`config.mk`:
```
export PLATFORM = sky130hd
export DESIGN_NAME = modbus_read_reply_checker_top
export DESIGN_NICKNAME = d
export VERILOG_FILES = /design/src/design/mrrc_pkg.sv /design/src/design/mrrc_front.sv /design/src/design/mrrc_queue.sv /design/src/design/mrrc_back.sv /design/src/design/modbus_read_reply_checker_top.sv
export SDC_FILE = /design/constraint.sdc
export NUM_CORES = 1
export LEC_CHECK = 0
export BUFFER_PORTS_ARGS = -buffer_cell sky130_fd_sc_hd__clkbuf_2
export CAP_MARGIN = 20
export CORE_ASPECT_RATIO = 1.1
export CORE_MARGIN = 3
export CORE_UTILIZATION = 42
export DETAILED_ROUTE_END_ITERATION = 7
export PLACE_DENSITY_LB_ADDON = 0.25
export SKIP_LAST_GASP = 1
export SYNTH_ARGS = -nofsm -noshare
export SYNTH_HDL_FRONTEND = slang
export SYNTH_HIERARCHICAL = 1
export SYNTH_SLANG_ARGS = --single-unit
```
`constraint.sdc`:
```
create_clock -name i_clk -period 3 [get_ports i_clk]
set_input_delay 0.15 -clock i_clk [delete_from_list [all_inputs] [get_ports i_clk]]
set_output_delay 0.15 -clock i_clk [all_outputs]
set_load 0.03 [all_outputs]
```
`src/design/mrrc_pkg.sv`:
```
package mrrc_pkg;

    localparam int MAX_FRAME_DEF = 64;
    localparam int MIN_REPLY     = 9;

    localparam logic [15:0] CRC_INIT  = 16'hFFFF;
    localparam logic [15:0] CRC_POLY  = 16'hA001;
    localparam logic [7:0]  FUNC_READ = 8'h03;
    localparam logic [7:0]  SLAVE_ID_RST = 8'h01;

    // input beat kinds (tuser)
    localparam logic [1:0] ACT_DATA    = 2'd0;
    localparam logic [1:0] ACT_LAST    = 2'd1;
    localparam logic [1:0] ACT_NOREPLY = 2'd2;

    // result status codes
    localparam logic [2:0] ST_OK      = 3'd0;
    localparam logic [2:0] ST_NOREPLY = 3'd1;
    localparam logic [2:0] ST_SHORT   = 3'd2;
    localparam logic [2:0] ST_CRC     = 3'd3;
    localparam logic [2:0] ST_SLAVE   = 3'd4;
    localparam logic [2:0] ST_FUNC    = 3'd5;

    localparam int Q_DEPTH = 2;
    localparam int Q_PTR_W = 1;
    localparam int Q_CNT_W = 2;

    // one classified frame event, front to back
    typedef struct packed {
        logic        noreply;
        logic        short_frame;
        logic        crc_ok;
        logic [7:0]  addr;
        logic [7:0]  func;
        logic [31:0] data;
    } t_verdict;

    // CRC-16/Modbus, one byte folded in
    function automatic logic [15:0] crc_fold(input logic [15:0] crc, input logic [7:0] b);
        logic [15:0] c;
        c = crc ^ {8'h00, b};
        for (int k = 0; k < 8; k++) begin
            if (c[0]) begin
                c = (c >> 1) ^ CRC_POLY;
            end else begin
                c = c >> 1;
            end
        end
        return c;
    endfunction

endpackage

```
`src/design/mrrc_front.sv`:
```
module mrrc_front #(
    parameter int MAX_FRAME = mrrc_pkg::MAX_FRAME_DEF
) (
    input  logic               i_clk,
    input  logic               i_rst_n,
    input  logic               i_beat,      // accepted input beat
    input  logic [1:0]         i_action,
    input  logic [7:0]         i_rx_byte,
    output logic               o_push,
    output mrrc_pkg::t_verdict o_verdict
);
    localparam int CNT_W = $clog2(MAX_FRAME + 1);

    logic [15:0]      r_crc, n_crc;
    logic [15:0]      r_tail, n_tail;
    logic [CNT_W-1:0] r_count, n_count;
    logic [7:0]       r_addr, n_addr;
    logic [7:0]       r_func, n_func;
    logic [31:0]      r_data, n_data;

    logic is_byte;
    logic room;
    logic frame_end;

    assign is_byte   = i_beat && (i_action == mrrc_pkg::ACT_DATA ||
                                  i_action == mrrc_pkg::ACT_LAST);
    assign room      = r_count < CNT_W'(MAX_FRAME);
    assign frame_end = i_beat && (i_action == mrrc_pkg::ACT_LAST ||
                                  i_action == mrrc_pkg::ACT_NOREPLY);

    // frame state with the current byte taken in
    always_comb begin
        n_crc   = r_crc;
        n_tail  = r_tail;
        n_count = r_count;
        n_addr  = r_addr;
        n_func  = r_func;
        n_data  = r_data;
        if (is_byte && room) begin
            if (r_count >= CNT_W'(2)) begin
                n_crc = mrrc_pkg::crc_fold(r_crc, r_tail[15:8]);
            end
            n_tail  = {r_tail[7:0], i_rx_byte};
            n_count = r_count + CNT_W'(1);
            if (r_count == CNT_W'(0)) begin
                n_addr = i_rx_byte;
            end
            if (r_count == CNT_W'(1)) begin
                n_func = i_rx_byte;
            end
            if (r_count >= CNT_W'(3) && r_count <= CNT_W'(6)) begin
                n_data = {r_data[23:0], i_rx_byte};
            end
        end
    end

    always_comb begin
        o_push                = frame_end;
        o_verdict.noreply     = (i_action == mrrc_pkg::ACT_NOREPLY);
        o_verdict.short_frame = n_count < CNT_W'(mrrc_pkg::MIN_REPLY);
        o_verdict.crc_ok      = (n_crc == {n_tail[7:0], n_tail[15:8]});
        o_verdict.addr        = n_addr;
        o_verdict.func        = n_func;
        o_verdict.data        = n_data;
    end

    always_ff @(posedge i_clk) begin
        if (!i_rst_n || frame_end) begin
            r_crc   <= mrrc_pkg::CRC_INIT;
            r_tail  <= '0;
            r_count <= '0;
            r_addr  <= '0;
            r_func  <= '0;
            r_data  <= '0;
        end else begin
            r_crc   <= n_crc;
            r_tail  <= n_tail;
            r_count <= n_count;
            r_addr  <= n_addr;
            r_func  <= n_func;
            r_data  <= n_data;
        end
    end

endmodule

```
`src/design/mrrc_queue.sv`:
```
module mrrc_queue (
    input  logic               i_clk,
    input  logic               i_rst_n,
    input  logic               i_push,
    input  mrrc_pkg::t_verdict i_verdict,
    output logic               o_ready,
    input  logic               i_pop,
    output logic               o_valid,
    output mrrc_pkg::t_verdict o_verdict
);
    mrrc_pkg::t_verdict r_mem [mrrc_pkg::Q_DEPTH];

    logic [mrrc_pkg::Q_PTR_W-1:0] r_wptr;
    logic [mrrc_pkg::Q_PTR_W-1:0] r_rptr;
    logic [mrrc_pkg::Q_CNT_W-1:0] r_cnt;

    logic do_push;
    logic do_pop;

    assign o_ready   = r_cnt != mrrc_pkg::Q_CNT_W'(mrrc_pkg::Q_DEPTH);
    assign o_valid   = r_cnt != '0;
    assign o_verdict = r_mem[r_rptr];
    assign do_push   = i_push && o_ready;
    assign do_pop    = i_pop && o_valid;

    always_ff @(posedge i_clk) begin
        if (do_push) begin
            r_mem[r_wptr] <= i_verdict;
        end
    end

    always_ff @(posedge i_clk) begin
        if (!i_rst_n) begin
            r_wptr <= '0;
            r_rptr <= '0;
            r_cnt  <= '0;
        end else begin
            if (do_push) begin
                r_wptr <= r_wptr + mrrc_pkg::Q_PTR_W'(1);
            end
            if (do_pop) begin
                r_rptr <= r_rptr + mrrc_pkg::Q_PTR_W'(1);
            end
            if (do_push && !do_pop) begin
                r_cnt <= r_cnt + mrrc_pkg::Q_CNT_W'(1);
            end else if (do_pop && !do_push) begin
                r_cnt <= r_cnt - mrrc_pkg::Q_CNT_W'(1);
            end
        end
    end

endmodule

```
`src/design/mrrc_back.sv`:
```
module mrrc_back (
    input  logic               i_clk,
    input  logic               i_rst_n,
    input  logic               i_cfg_we,
    input  logic [7:0]         i_cfg_wdata,
    input  logic               i_q_valid,
    input  mrrc_pkg::t_verdict i_verdict,
    output logic               o_pop,
    output logic               o_valid,
    input  logic               i_ready,
    output logic [2:0]         o_status,
    output logic [15:0]        o_level,
    output logic [15:0]        o_signal,
    output logic               o_present
);
    logic [7:0]  r_slave_id;
    logic [15:0] r_cache_level, n_cache_level;
    logic [15:0] r_cache_signal, n_cache_signal;
    logic        r_valid;
    logic [2:0]  r_status, n_status;
    logic [15:0] r_level;
    logic [15:0] r_signal;
    logic        r_present;

    assign o_pop     = i_q_valid && (!r_valid || i_ready);
    assign o_valid   = r_valid;
    assign o_status  = r_status;
    assign o_level   = r_level;
    assign o_signal  = r_signal;
    assign o_present = r_present;

    always_comb begin
        priority if (i_verdict.noreply) begin
            n_status = mrrc_pkg::ST_NOREPLY;
        end else if (i_verdict.short_frame) begin
            n_status = mrrc_pkg::ST_SHORT;
        end else if (!i_verdict.crc_ok) begin
            n_status = mrrc_pkg::ST_CRC;
        end else if (i_verdict.addr != r_slave_id) begin
            n_status = mrrc_pkg::ST_SLAVE;
        end else if (i_verdict.func != mrrc_pkg::FUNC_READ) begin
            n_status = mrrc_pkg::ST_FUNC;
        end else begin
            n_status = mrrc_pkg::ST_OK;
        end
        n_cache_level  = r_cache_level;
        n_cache_signal = r_cache_signal;
        if (n_status == mrrc_pkg::ST_OK) begin
            n_cache_level  = i_verdict.data[31:16];
            n_cache_signal = i_verdict.data[15:0];
        end
    end

    always_ff @(posedge i_clk) begin
        if (!i_rst_n) begin
            r_slave_id     <= mrrc_pkg::SLAVE_ID_RST;
            r_cache_level  <= '0;
            r_cache_signal <= '0;
            r_valid        <= 1'b0;
        end else begin
            if (i_cfg_we) begin
                r_slave_id <= i_cfg_wdata;
            end
            if (o_pop) begin
                r_cache_level  <= n_cache_level;
                r_cache_signal <= n_cache_signal;
                r_valid        <= 1'b1;
            end else if (i_ready) begin
                r_valid <= 1'b0;
            end
        end
    end

    always_ff @(posedge i_clk) begin
        if (o_pop) begin
            r_status  <= n_status;
            r_level   <= n_cache_level;
            r_signal  <= n_cache_signal;
            r_present <= n_cache_level != '0;
        end
    end

endmodule

```
`src/design/modbus_read_reply_checker_top.sv`:
```
// Channel  | Dir | Beat                      | Payload
// s_axis   | in  | one reply byte or event   | tdata: rx_byte[7:0]; tuser: action[1:0]
// m_axis   | out | one check result          | tdata: level, signal, liquid_present
// cfg      | in  | slave_id write            | i_cfg_wdata[7:0] on i_cfg_we
//
// One input beat per cycle while s_axis_tready is high. A frame-end beat is classified
// and queued at its accepting edge; the back pops it into its output register, raising
// m_axis_tvalid, once that register is empty or its beat is being taken.
// The front's byte-wide CRC update sets throughput: one byte per cycle unless stalled.
// Synchronous active-low reset clears frame state, cached values, slave_id to 1.
// s_axis_tready drops only when the queue is full: two results waiting behind an
// m_axis beat that has not yet been taken.
module modbus_read_reply_checker_top #(
    parameter int MAX_FRAME = mrrc_pkg::MAX_FRAME_DEF
) (
    input  logic        i_clk,
    input  logic        i_rst_n,
    // config: expected slave address
    input  logic        i_cfg_we,
    input  logic [7:0]  i_cfg_wdata,
    // input stream
    input  logic        s_axis_tvalid,
    output logic        s_axis_tready,
    input  logic [7:0]  s_axis_tdata,   // [7:0] rx_byte
    input  logic [1:0]  s_axis_tuser,   // [1:0] action
    // result stream
    output logic        m_axis_tvalid,
    input  logic        m_axis_tready,
    output logic [39:0] m_axis_tdata,   // [15:0] level_value, [31:16] signal_value,
                                        // [32] liquid_present, [39:33] zero
    output logic [2:0]  m_axis_tuser    // [2:0] status
);
    logic               in_beat;
    logic               q_ready;
    logic               push;
    mrrc_pkg::t_verdict push_verdict;
    logic               q_valid;
    logic               pop;
    mrrc_pkg::t_verdict q_verdict;
    logic [15:0]        level;
    logic [15:0]        signal;
    logic               present;

    assign s_axis_tready = q_ready;
    assign in_beat       = s_axis_tvalid && s_axis_tready;

    // front: byte accumulation, CRC, frame-end classification
    mrrc_front #(
        .MAX_FRAME (MAX_FRAME)
    ) u_front (
        .i_clk     (i_clk),
        .i_rst_n   (i_rst_n),
        .i_beat    (in_beat),
        .i_action  (s_axis_tuser),
        .i_rx_byte (s_axis_tdata),
        .o_push    (push),
        .o_verdict (push_verdict)
    );

    mrrc_queue u_queue (
        .i_clk     (i_clk),
        .i_rst_n   (i_rst_n),
        .i_push    (push),
        .i_verdict (push_verdict),
        .o_ready   (q_ready),
        .i_pop     (pop),
        .o_valid   (q_valid),
        .o_verdict (q_verdict)
    );

    // back: status priority, value cache, output register
    mrrc_back u_back (
        .i_clk       (i_clk),
        .i_rst_n     (i_rst_n),
        .i_cfg_we    (i_cfg_we),
        .i_cfg_wdata (i_cfg_wdata),
        .i_q_valid   (q_valid),
        .i_verdict   (q_verdict),
        .o_pop       (pop),
        .o_valid     (m_axis_tvalid),
        .i_ready     (m_axis_tready),
        .o_status    (m_axis_tuser),
        .o_level     (level),
        .o_signal    (signal),
        .o_present   (present)
    );

    assign m_axis_tdata = {7'b0, present, signal, level};

endmodule
```
==> results.toml, run 1 <==
[worst_setup_path]
critPathCaptureType = "flip-flop"
crit_type = "flip-flop to flip-flop"
startpoint_type = "flip-flop"
critPathArrivalTime_ns = 3.04
cp.required_ns = 3.27
path_max_fanout = 33

[synth]
synth_cell_types = 69
yosys_register_bits = 271
synth_flop_cell = "edfxtp_1"
postSynthCellCount = 915
syn-cell-area_um2 = 11760
async_flop_share_pct = 0
synth_seq_area_share_pct = 57.90
yosys_warnings = 6
synth_edf_count = 138
avgSynthCellArea_um2 = 12.85

[grt]
grt_pass1_vias = 6667
antenna_found_initial = 0
grt_max_degree = 65
overflow = 0
grt_pass1_wl_um = 36500
grt_usage_pct = 15.18

[sta]
clock_skew_ns = 0.009098
setup_viol = 0
slew_headroom_pct = 57.55
rsz0062_at_grt = "false"
final.min_clock_period_ns = 2.767
tns_ns = 0
finalCritPeriodShare_pct = 92.22
max_freq_mhz = 361.4
finalHoldViolations = 0
finalMaxSlewViolations = 0
worst_pin_slew_ns = 0.6368

[power]
clkPwrFrac_pct = 32.3
switchingPower_mw = 2.980
peakVddDrop_uv = 479.8
sequentialPowerShare_pct = 45.9
p_leak_nw = 5.107
power_density_nw_per_um2 = 742.3
swShare_pct = 29.74
power_frac_comb_pct = 21.8
power_mw = 10.02
internal-power_mw = 7.041

[cts]
cts-root-buf = "clkbuf_16"
clockBufferDepth = 3
cts_tree = "built"
holdBufCountCts = 15
clkLatencyLatePin_ns = 0.53
postCtsResizedCells = 0
cts_sinks = 271
postCtsSetupBuffers = 0
path_clk_slew_ns = 0.06
h-tree-depth = 1
cts_buffers = 29

[drt]
via_per_inst = 5.022
dr.first_iter.drc_count = 433
drc = 0
routedWlPerCell_um = 16.76
first_pass_iters = 4
ant_nets = 0
wirelength_um = 23050
route.vias.total = 6905

[die]
core_um2 = 27270
initial_utilization_pct = 43.10
die_h_um = 181.5
rows = 63
io_pins = 68
die_w_um = 165.5
die_area_um2 = 30030

[final_layout]
area_delta_synth_final_pct = 14.84
layout-drive-gt1-share_pct = 24.36
diodes = 0
fillers = 2424
layout.nets = 1026

[placement]
gp_congestion = 0.8417
hpwlAfterDp_um = 14880
io_buffers = 60

[run]
cap_violations = 0

[status]
status = "finished, final reports clean"

[min_path]
min_path_type = "input pin to flip-flop"
path summary, 6_finish.rpt:
check	start	endpoint	slack (ns)	cells after the start
max	flip-flop	u_back/o_level[12]	0.23	6
min	s_axis_tdata[2]	u_front/r_tail[2]	0.02	3
max reg2reg	flip-flop	u_back/o_level[12]	0.23	6
min reg2reg	u_back/r_cache_signal[0]	u_back/r_cache_signal[0]	0.46	2
cell families after synthesis:
family,share of synthesized area (%)
AND/OR/NAND/NOR,11.58
XOR/XNOR,6.280
multiplexers,16.10
flip-flops,57.90
adder cells (fa/ha/maj),0.7450
AO/OA/AOI/OAI,4.641
buffers and inverters,2.714
other,0.03190
per-stage QoR:
stage          cell area, um^2  cells  utilization (%)  setup slack (ns)  hold slack [ns]
6_report                 13500   1375            49.50            0.2333          0.01809
5_1_grt                  13500   1375            49.50           0.09906          0.02828
4_1_cts                  13500   1375            49.50            0.2165          0.01039
3_5_place_dp             12480   1307            45.77            0.2342           0.3831
3_3_place_gp             12480   1307            45.77            0.2780           0.3764
2_1_floorplan            11780    921                -            0.3192           0.2717
power groups by stage:
| stage | sequential [mW] | clock, mW | combinational (mW) |
|---|---|---|---|
| after floorplan | 5.10 | 0 | 1.11 |
| after global placement | 4.68 | 0 | 2.19 |
| after detailed placement | 4.69 | 0 | 2.20 |
| after CTS | 4.61 | 3.33 | 2.22 |
| after global routing | 4.65 | 3.48 | 2.38 |
| final | 4.60 | 3.24 | 2.18 |
state kept, by name, indices dropped and copies added, names as in the netlist, 16 cells and up, named ones only:
| name | flops |
|---|---|
| u_front/r_tail | 16 |
| u_back/o_level | 16 |
| u_back/r_cache_level | 16 |
| u_back/o_signal | 16 |
| u_queue/r_mem | 102 |
| u_front/r_crc | 16 |
| u_back/r_cache_signal | 16 |
| u_front/r_data | 32 |
cell usage after synthesis, types with 8 or more instances:
| cell | instances | area share [%] |
|---|---|---|
| and2_1 | 56 | 3.0 |
| buf_2 | 8 | 0.34 |
| buf_4 | 11 | 0.70 |
| nand3_1 | 10 | 0.43 |
| edfxtp_1 | 138 | 35 |
| o211ai_1 | 9 | 0.57 |
| xnor2_1 | 26 | 1.9 |
| nor2_1 | 17 | 0.54 |
| xor2_1 | 16 | 1.2 |
| nor2b_1 | 8 | 0.43 |
| clkbuf_1 | 28 | 0.89 |
| mux2_1 | 33 | 3.2 |
| nand2_1 | 130 | 4.2 |
| inv_1 | 11 | 0.35 |
| nor4_1 | 11 | 0.59 |
| mux2_2 | 96 | 9.2 |
| mux2i_1 | 44 | 3.7 |
| dfxtp_1 | 133 | 23 |
| o21ai_0 | 8 | 0.34 |
| a21oi_1 | 21 | 0.89 |
cell type report:
class	count	area, um^2	area share [%]
clock buffer	41	800.8	5.932
inverter	12	45.04	0.3337
sequential	271	6808	50.43
tap	357	446.7	3.309
multi-input combinational	585	4657	34.50
timing repair buffer	97	678.2	5.024
clock inverter	12	63.81	0.4727
worst max-delay path, cell delays in order, from the launching register on:
cell     delay (ns)
dfxtp_2        0.54
mux2_2         0.38
nor4_1         0.46
nand4_4        0.22
nor4_4         0.26
buf_12         0.26
mux2_1         0.36
layer usage:
| metal | up-vias | routed length [um] | global-route usage, % |
|---|---|---|---|
| li1 | 3424 | - | - |
| met1 | 3345 | 10590 | 20.85 |
| met2 | 109 | 11310 | 25.48 |
| met3 | 27 | 827 | 2.236 |
| met4 | 0 | 317 | 3.328 |
| met5 | - | 0 | 0 |
cells in the final DEF (no fill, tap or decap), types with 6 or more instances in the layout:
master / synthesis / final
nand3_1: 10 / 10
ha_1: 7 / 7
mux2_1: 33 / 33
inv_1: 11 / 10
mux2i_1: 44 / 44
clkinv_2: 0 / 6
dlygate4sd3_1: 0 / 15
buf_4: 11 / 17
mux2_2: 96 / 96
nand4_1: 6 / 6
nor4_1: 11 / 11
clkbuf_16: 0 / 29
o221ai_1: 6 / 6
nand2_1: 130 / 130
xnor2_2: 7 / 7
clkbuf_1: 28 / 9
xnor3_1: 7 / 7
xor2_1: 16 / 16
o211ai_1: 9 / 9
edfxtp_1: 138 / 138
clkbuf_2: 1 / 60
o21ai_0: 8 / 8
a21oi_1: 21 / 21
and2_1: 56 / 55
xnor2_1: 26 / 26
nor2_1: 17 / 16
dfxtp_1: 133 / 132
nor2b_1: 8 / 8
conb_1: 1 / 7
Power figures use the tool's default switching activity.
==> inputs of run 2 (changes only) <==
- HOLD_SLACK_MARGIN: not set -> 0.06
==> results.toml, run 2 (synthesis gave the netlist of run 1 again) <==
[grt]
overflow = 0
antenna_found_initial = 0
grt_usage_pct = 15.21
grt_max_degree = 65
grt_pass1_vias = 6683
grt_pass1_wl_um = 36570

[worst_setup_path]
cp_slowest_cell = "dfxtp_2"
max_stage_delay_ns = 0.54
cp.required_ns = 3.27
critPathArrivalTime_ns = 3.03
startpoint_type = "flip-flop"
path_buf_inv = 1
r2r-end = "u_back/o_level[12]"
ff2ff_setup_slack_ns = 0.24
critPathCaptureType = "flip-flop"
critPathTopFamily = "simple AND/OR/NAND/NOR gates"
path_max_fanout = 33
crit_type = "flip-flop to flip-flop"
ff2ff_path_depth = 6
crit_chain = "mux2_2 > nor4_1 > nand4_4 > nor4_4 > buf_12 > mux2_1"

[min_path]
worst_hold_path.endpoint = "u_back/r_slave_id[0]"
min_path_type = "input pin to flip-flop"
holdCritStartpoint = "i_rst_n"
whs_path_depth = 2

[die]
core_um2 = 27270
die_w_um = 165.5
die_h_um = 181.5
die_area_um2 = 30030
rows = 63
initial_utilization_pct = 43.10
io_pins = 68

[cts]
cts_tree = "built"
path_clk_slew_ns = 0.06
clkLatencyLatePin_ns = 0.53
cts_buffers = 29
postCtsResizedCells = 0
clockBufferDepth = 3
h-tree-depth = 1
holdBufCountCts = 19
postCtsSetupBuffers = 0
cts-root-buf = "clkbuf_16"
cts_sinks = 271

[sta]
worst_pin_slew_ns = 0.6337
finalCritPeriodShare_pct = 92.02
max_freq_mhz = 362.2
finalHoldViolations = 0
tns_ns = 0
layout_setup_ws_ns = 0.2394
rsz0062_at_grt = "false"
final.min_clock_period_ns = 2.761
finalMaxSlewViolations = 0
setup_viol = 0
slew_headroom_pct = 57.75
clock_skew_ns = 0.007793

[final_layout]
largest_reg_flops = 102
layout.nets = 1030
fillers = 2414
final_common_cell = "edfxtp_1"
layout_common_cells = "edfxtp_1, dfxtp_1, nand2_1"
multi_input_comb_area_um2 = 4657
diodes = 0
layout-drive-gt1-share_pct = 24.27
max_flop_register = "u_queue/r_mem"
register_area_um2 = 6808
largest_registers = "u_queue/r_mem: 102 flops, u_front/r_data: 32 flops"
design_area_um2 = 13540
area_delta_synth_final_pct = 15.18

[placement]
io_buffers = 60
placed_area_um2 = 12480
gp_congestion = 0.8417
hpwlAfterDp_um = 14880
dp_slack_ns = 0.2342

[drt]
drc = 0
via_per_inst = 4.999
route.vias.total = 6894
first_pass_iters = 4
dr.first_iter.drc_count = 412
wirelength_um = 23090
ant_nets = 0
routedWlPerCell_um = 16.74

[status]
status = "finished, final reports clean"

[run]
cap_violations = 0

[power]
p_leak_nw = 5.124
power_density_nw_per_um2 = 740.4
peakVddDrop_uv = 479.7
[run 2: cell count changes in the layout (fill, tap and decap cells not counted)]
cell and change:
dlygate4sd3_1 +4
[run 2: worst max path at each step]
stage / start / end / depth (start not counted)
final: flip-flop / u_back/o_level[12] / 6
after global routing: flip-flop / u_back/o_level[1] / 6
after CTS: flip-flop / u_back/o_signal[15] / 6
after detailed placement: flip-flop / u_back/o_level[5] / 6
after global placement: flip-flop / u_back/o_level[3] / 6
after floorplan: flip-flop / u_back/o_level[0] / 8
[run 2: area by class of cell]
| type | count | share of cell area (%) |
|---|---|---|
| Multi-Input combinational cell | 585 | 34.40 |
| Inverter | 12 | 0.3327 |
| Clock inverter | 12 | 0.4713 |
| Timing Repair Buffer | 101 | 5.305 |
| Clock buffer | 41 | 5.914 |
| Tap cell | 357 | 3.299 |
| Sequential cell | 271 | 50.28 |
[run 2: layer usage]
layer	part of all wire, %	vias to the layer above	GRT usage (%)
met4	1.4	0	3.328
met5	0	-	0
li1	-	3431	-
met1	46	3325	20.88
met2	49	111	25.53
met3	3.8	27	2.236
[run 2: report_power, final]
group	switching, mW	internal [mW]	leakage (nW)
sequential	0.165	4.44	2.36
clock	1.38	1.85	0.425
combinational	1.43	0.755	2.34
total	2.98	7.04	5.12
[run 2: through the flow]
stage | total power, mW | hold slack [ns] | utilization, % | std cells
after CTS | 10.17 | 0.06250 | 49.64 | 1379
after detailed placement | 6.886 | 0.3831 | 45.77 | 1307
after floorplan | 6.216 | 0.2717 | - | 921
after global routing | 10.51 | 0.06870 | 49.64 | 1379
final | 10.02 | 0.07194 | 49.64 | 1379
after global placement | 6.875 | 0.3764 | 45.77 | 1307
==> inputs of run 3 (changes only) <==
- clock period: 3 -> 2.6 ns (I/O delays scaled with it)
==> results.toml, run 3 (synthesis gave the netlist of run 1 again) <==
[status]
status = "finished, violations left"
violations = "setup timing"

[sta]
layout_setup_ws_ns = -0.02718
final.min_clock_period_ns = 2.627
tns_ns = -0.07539
finalCritPeriodShare_pct = 101.0
clock_skew_ns = 0.01736
slew_headroom_pct = 47.61
worst_pin_slew_ns = 0.7858
max_freq_mhz = 380.6
setup_viol = 8
finalMaxSlewViolations = 0
finalHoldViolations = 0
rsz0062_at_grt = "true"

[power]
power_density_nw_per_um2 = 865.6
p_leak_nw = 5.415
peakVddDrop_uv = 518.4

[final_layout]
largest_reg_flops = 102
layout_common_cells = "edfxtp_1, dfxtp_1, nand2_1"
final_util_pct = 51.77
fillers = 2387
final_common_cell = "edfxtp_1"
largest_registers = "u_queue/r_mem: 102 flops, u_front/r_data: 32 flops"
diodes = 0
layout-drive-gt1-share_pct = 27.18
layout.nets = 1063
area_delta_synth_final_pct = 20.12
max_flop_register = "u_queue/r_mem"
design_area_um2 = 14120

[die]
die_h_um = 181.5
rows = 63
die_area_um2 = 30030
core_um2 = 27270
io_pins = 68
initial_utilization_pct = 43.10
die_w_um = 165.5

[worst_setup_path]
crit_type = "flip-flop to flip-flop"
max_stage_delay_ns = 0.45
critPathCaptureType = "flip-flop"
crit_chain = "buf_6 > mux2_4 > or3b_4 > or3b_4 > nor4_4 > buf_6 > clkbuf_16 > mux2i_1"
cp.required_ns = 3.05
critPathArrivalTime_ns = 3.08
startpoint_type = "flip-flop"
cp_slowest_cell = "or3b_4"
path_max_fanout = 8

[cts]
cts_sinks = 271
cts_tree = "built"
path_clk_slew_ns = 0.06
cts_buffers = 29
clockBufferDepth = 3
clkLatencyLatePin_ns = 0.54
cts-root-buf = "clkbuf_16"
h-tree-depth = 1

[placement]
dp_slack_ns = -0.06722
gp_congestion = 0.7910
placed_area_um2 = 12650
io_buffers = 60
hpwlAfterDp_um = 15580

[grt]
grt_pass1_wl_um = 38540
overflow = 0
antenna_found_initial = 0
grt_max_degree = 79
grt_usage_pct = 16.05
grt_pass1_vias = 7206

[drt]
via_per_inst = 5.075
drc = 0
ant_nets = 0
wirelength_um = 24680
route.vias.total = 7171
first_pass_iters = 5
routedWlPerCell_um = 17.47
dr.first_iter.drc_count = 481

[run]
cap_violations = 0

[min_path]
min_path_type = "input pin to flip-flop"
-- run 3: path summary, 6_finish.rpt --
check | from | endpoint | slack [ns] | cells past startpoint
setup / recovery | flip-flop | u_back/r_cache_level[3] | -0.03 | 8
hold / removal | i_cfg_we | u_back/r_slave_id[6] | 0.09 | 3
hold reg to reg | u_back/r_cache_signal[7] | u_back/r_cache_signal[7] | 0.46 | 2
setup reg to reg | flip-flop | u_back/r_cache_level[3] | -0.03 | 8
-- run 3: layout make-up --
class,count,area [um^2],share of cell area [%]
Multi-Input combinational cell,585,4742,33.58
Clock buffer,42,784.5,5.556
Timing Repair Buffer,134,1097,7.771
Tap cell,357,446.7,3.163
Clock inverter,12,193.9,1.374
Sequential cell,271,6810,48.23
Inverter,12,45.04,0.3190
-- run 3: where the power goes --
group          switching, mW  internal (mW)  total [mW]
clock network           1.63           2.59        4.22
registers              0.179           5.12        5.30
logic                   1.73          0.969        2.70
-- run 3: per-stage QoR --
step / cells / power [mW] / hold slack (ns)
floorplan: 921 / 7.211 / 0.2517
global placement: 1325 / 7.988 / 0.3533
detailed placement: 1325 / 8.004 / 0.3637
CTS: 1404 / 12.28 / 0.06029
global route: 1413 / 12.76 / 0.08489
finish: 1413 / 12.22 / 0.09062
-- run 3: repair_timing --
action / CTS / global route
hold endpoints to repair: 19 / 0
cloned: 1 / 5
hold buffers: 23 / 0
endpoints found under the setup margin: 34 / 36
setup buffers: 1 / 5
pin swaps: 1 / 8
gates resized for setup: 2 / 21
-- run 3: critical path, delay by kind of cell, from the launching register on --
kind	cells	cell delay, ns
and+or+nand+nor	3	1.15
muxes	2	0.52
buffers and inverters	3	0.48
DFF	1	0.39
-- run 3: per-layer routing --
metal,part of all wire (%),track usage (%),vias to the layer above
met4,1.6,4.160,0
met3,3.8,2.282,31
met1,43,20.50,3507
met5,0,0,-
met2,51,28.42,134
li1,-,-,3499
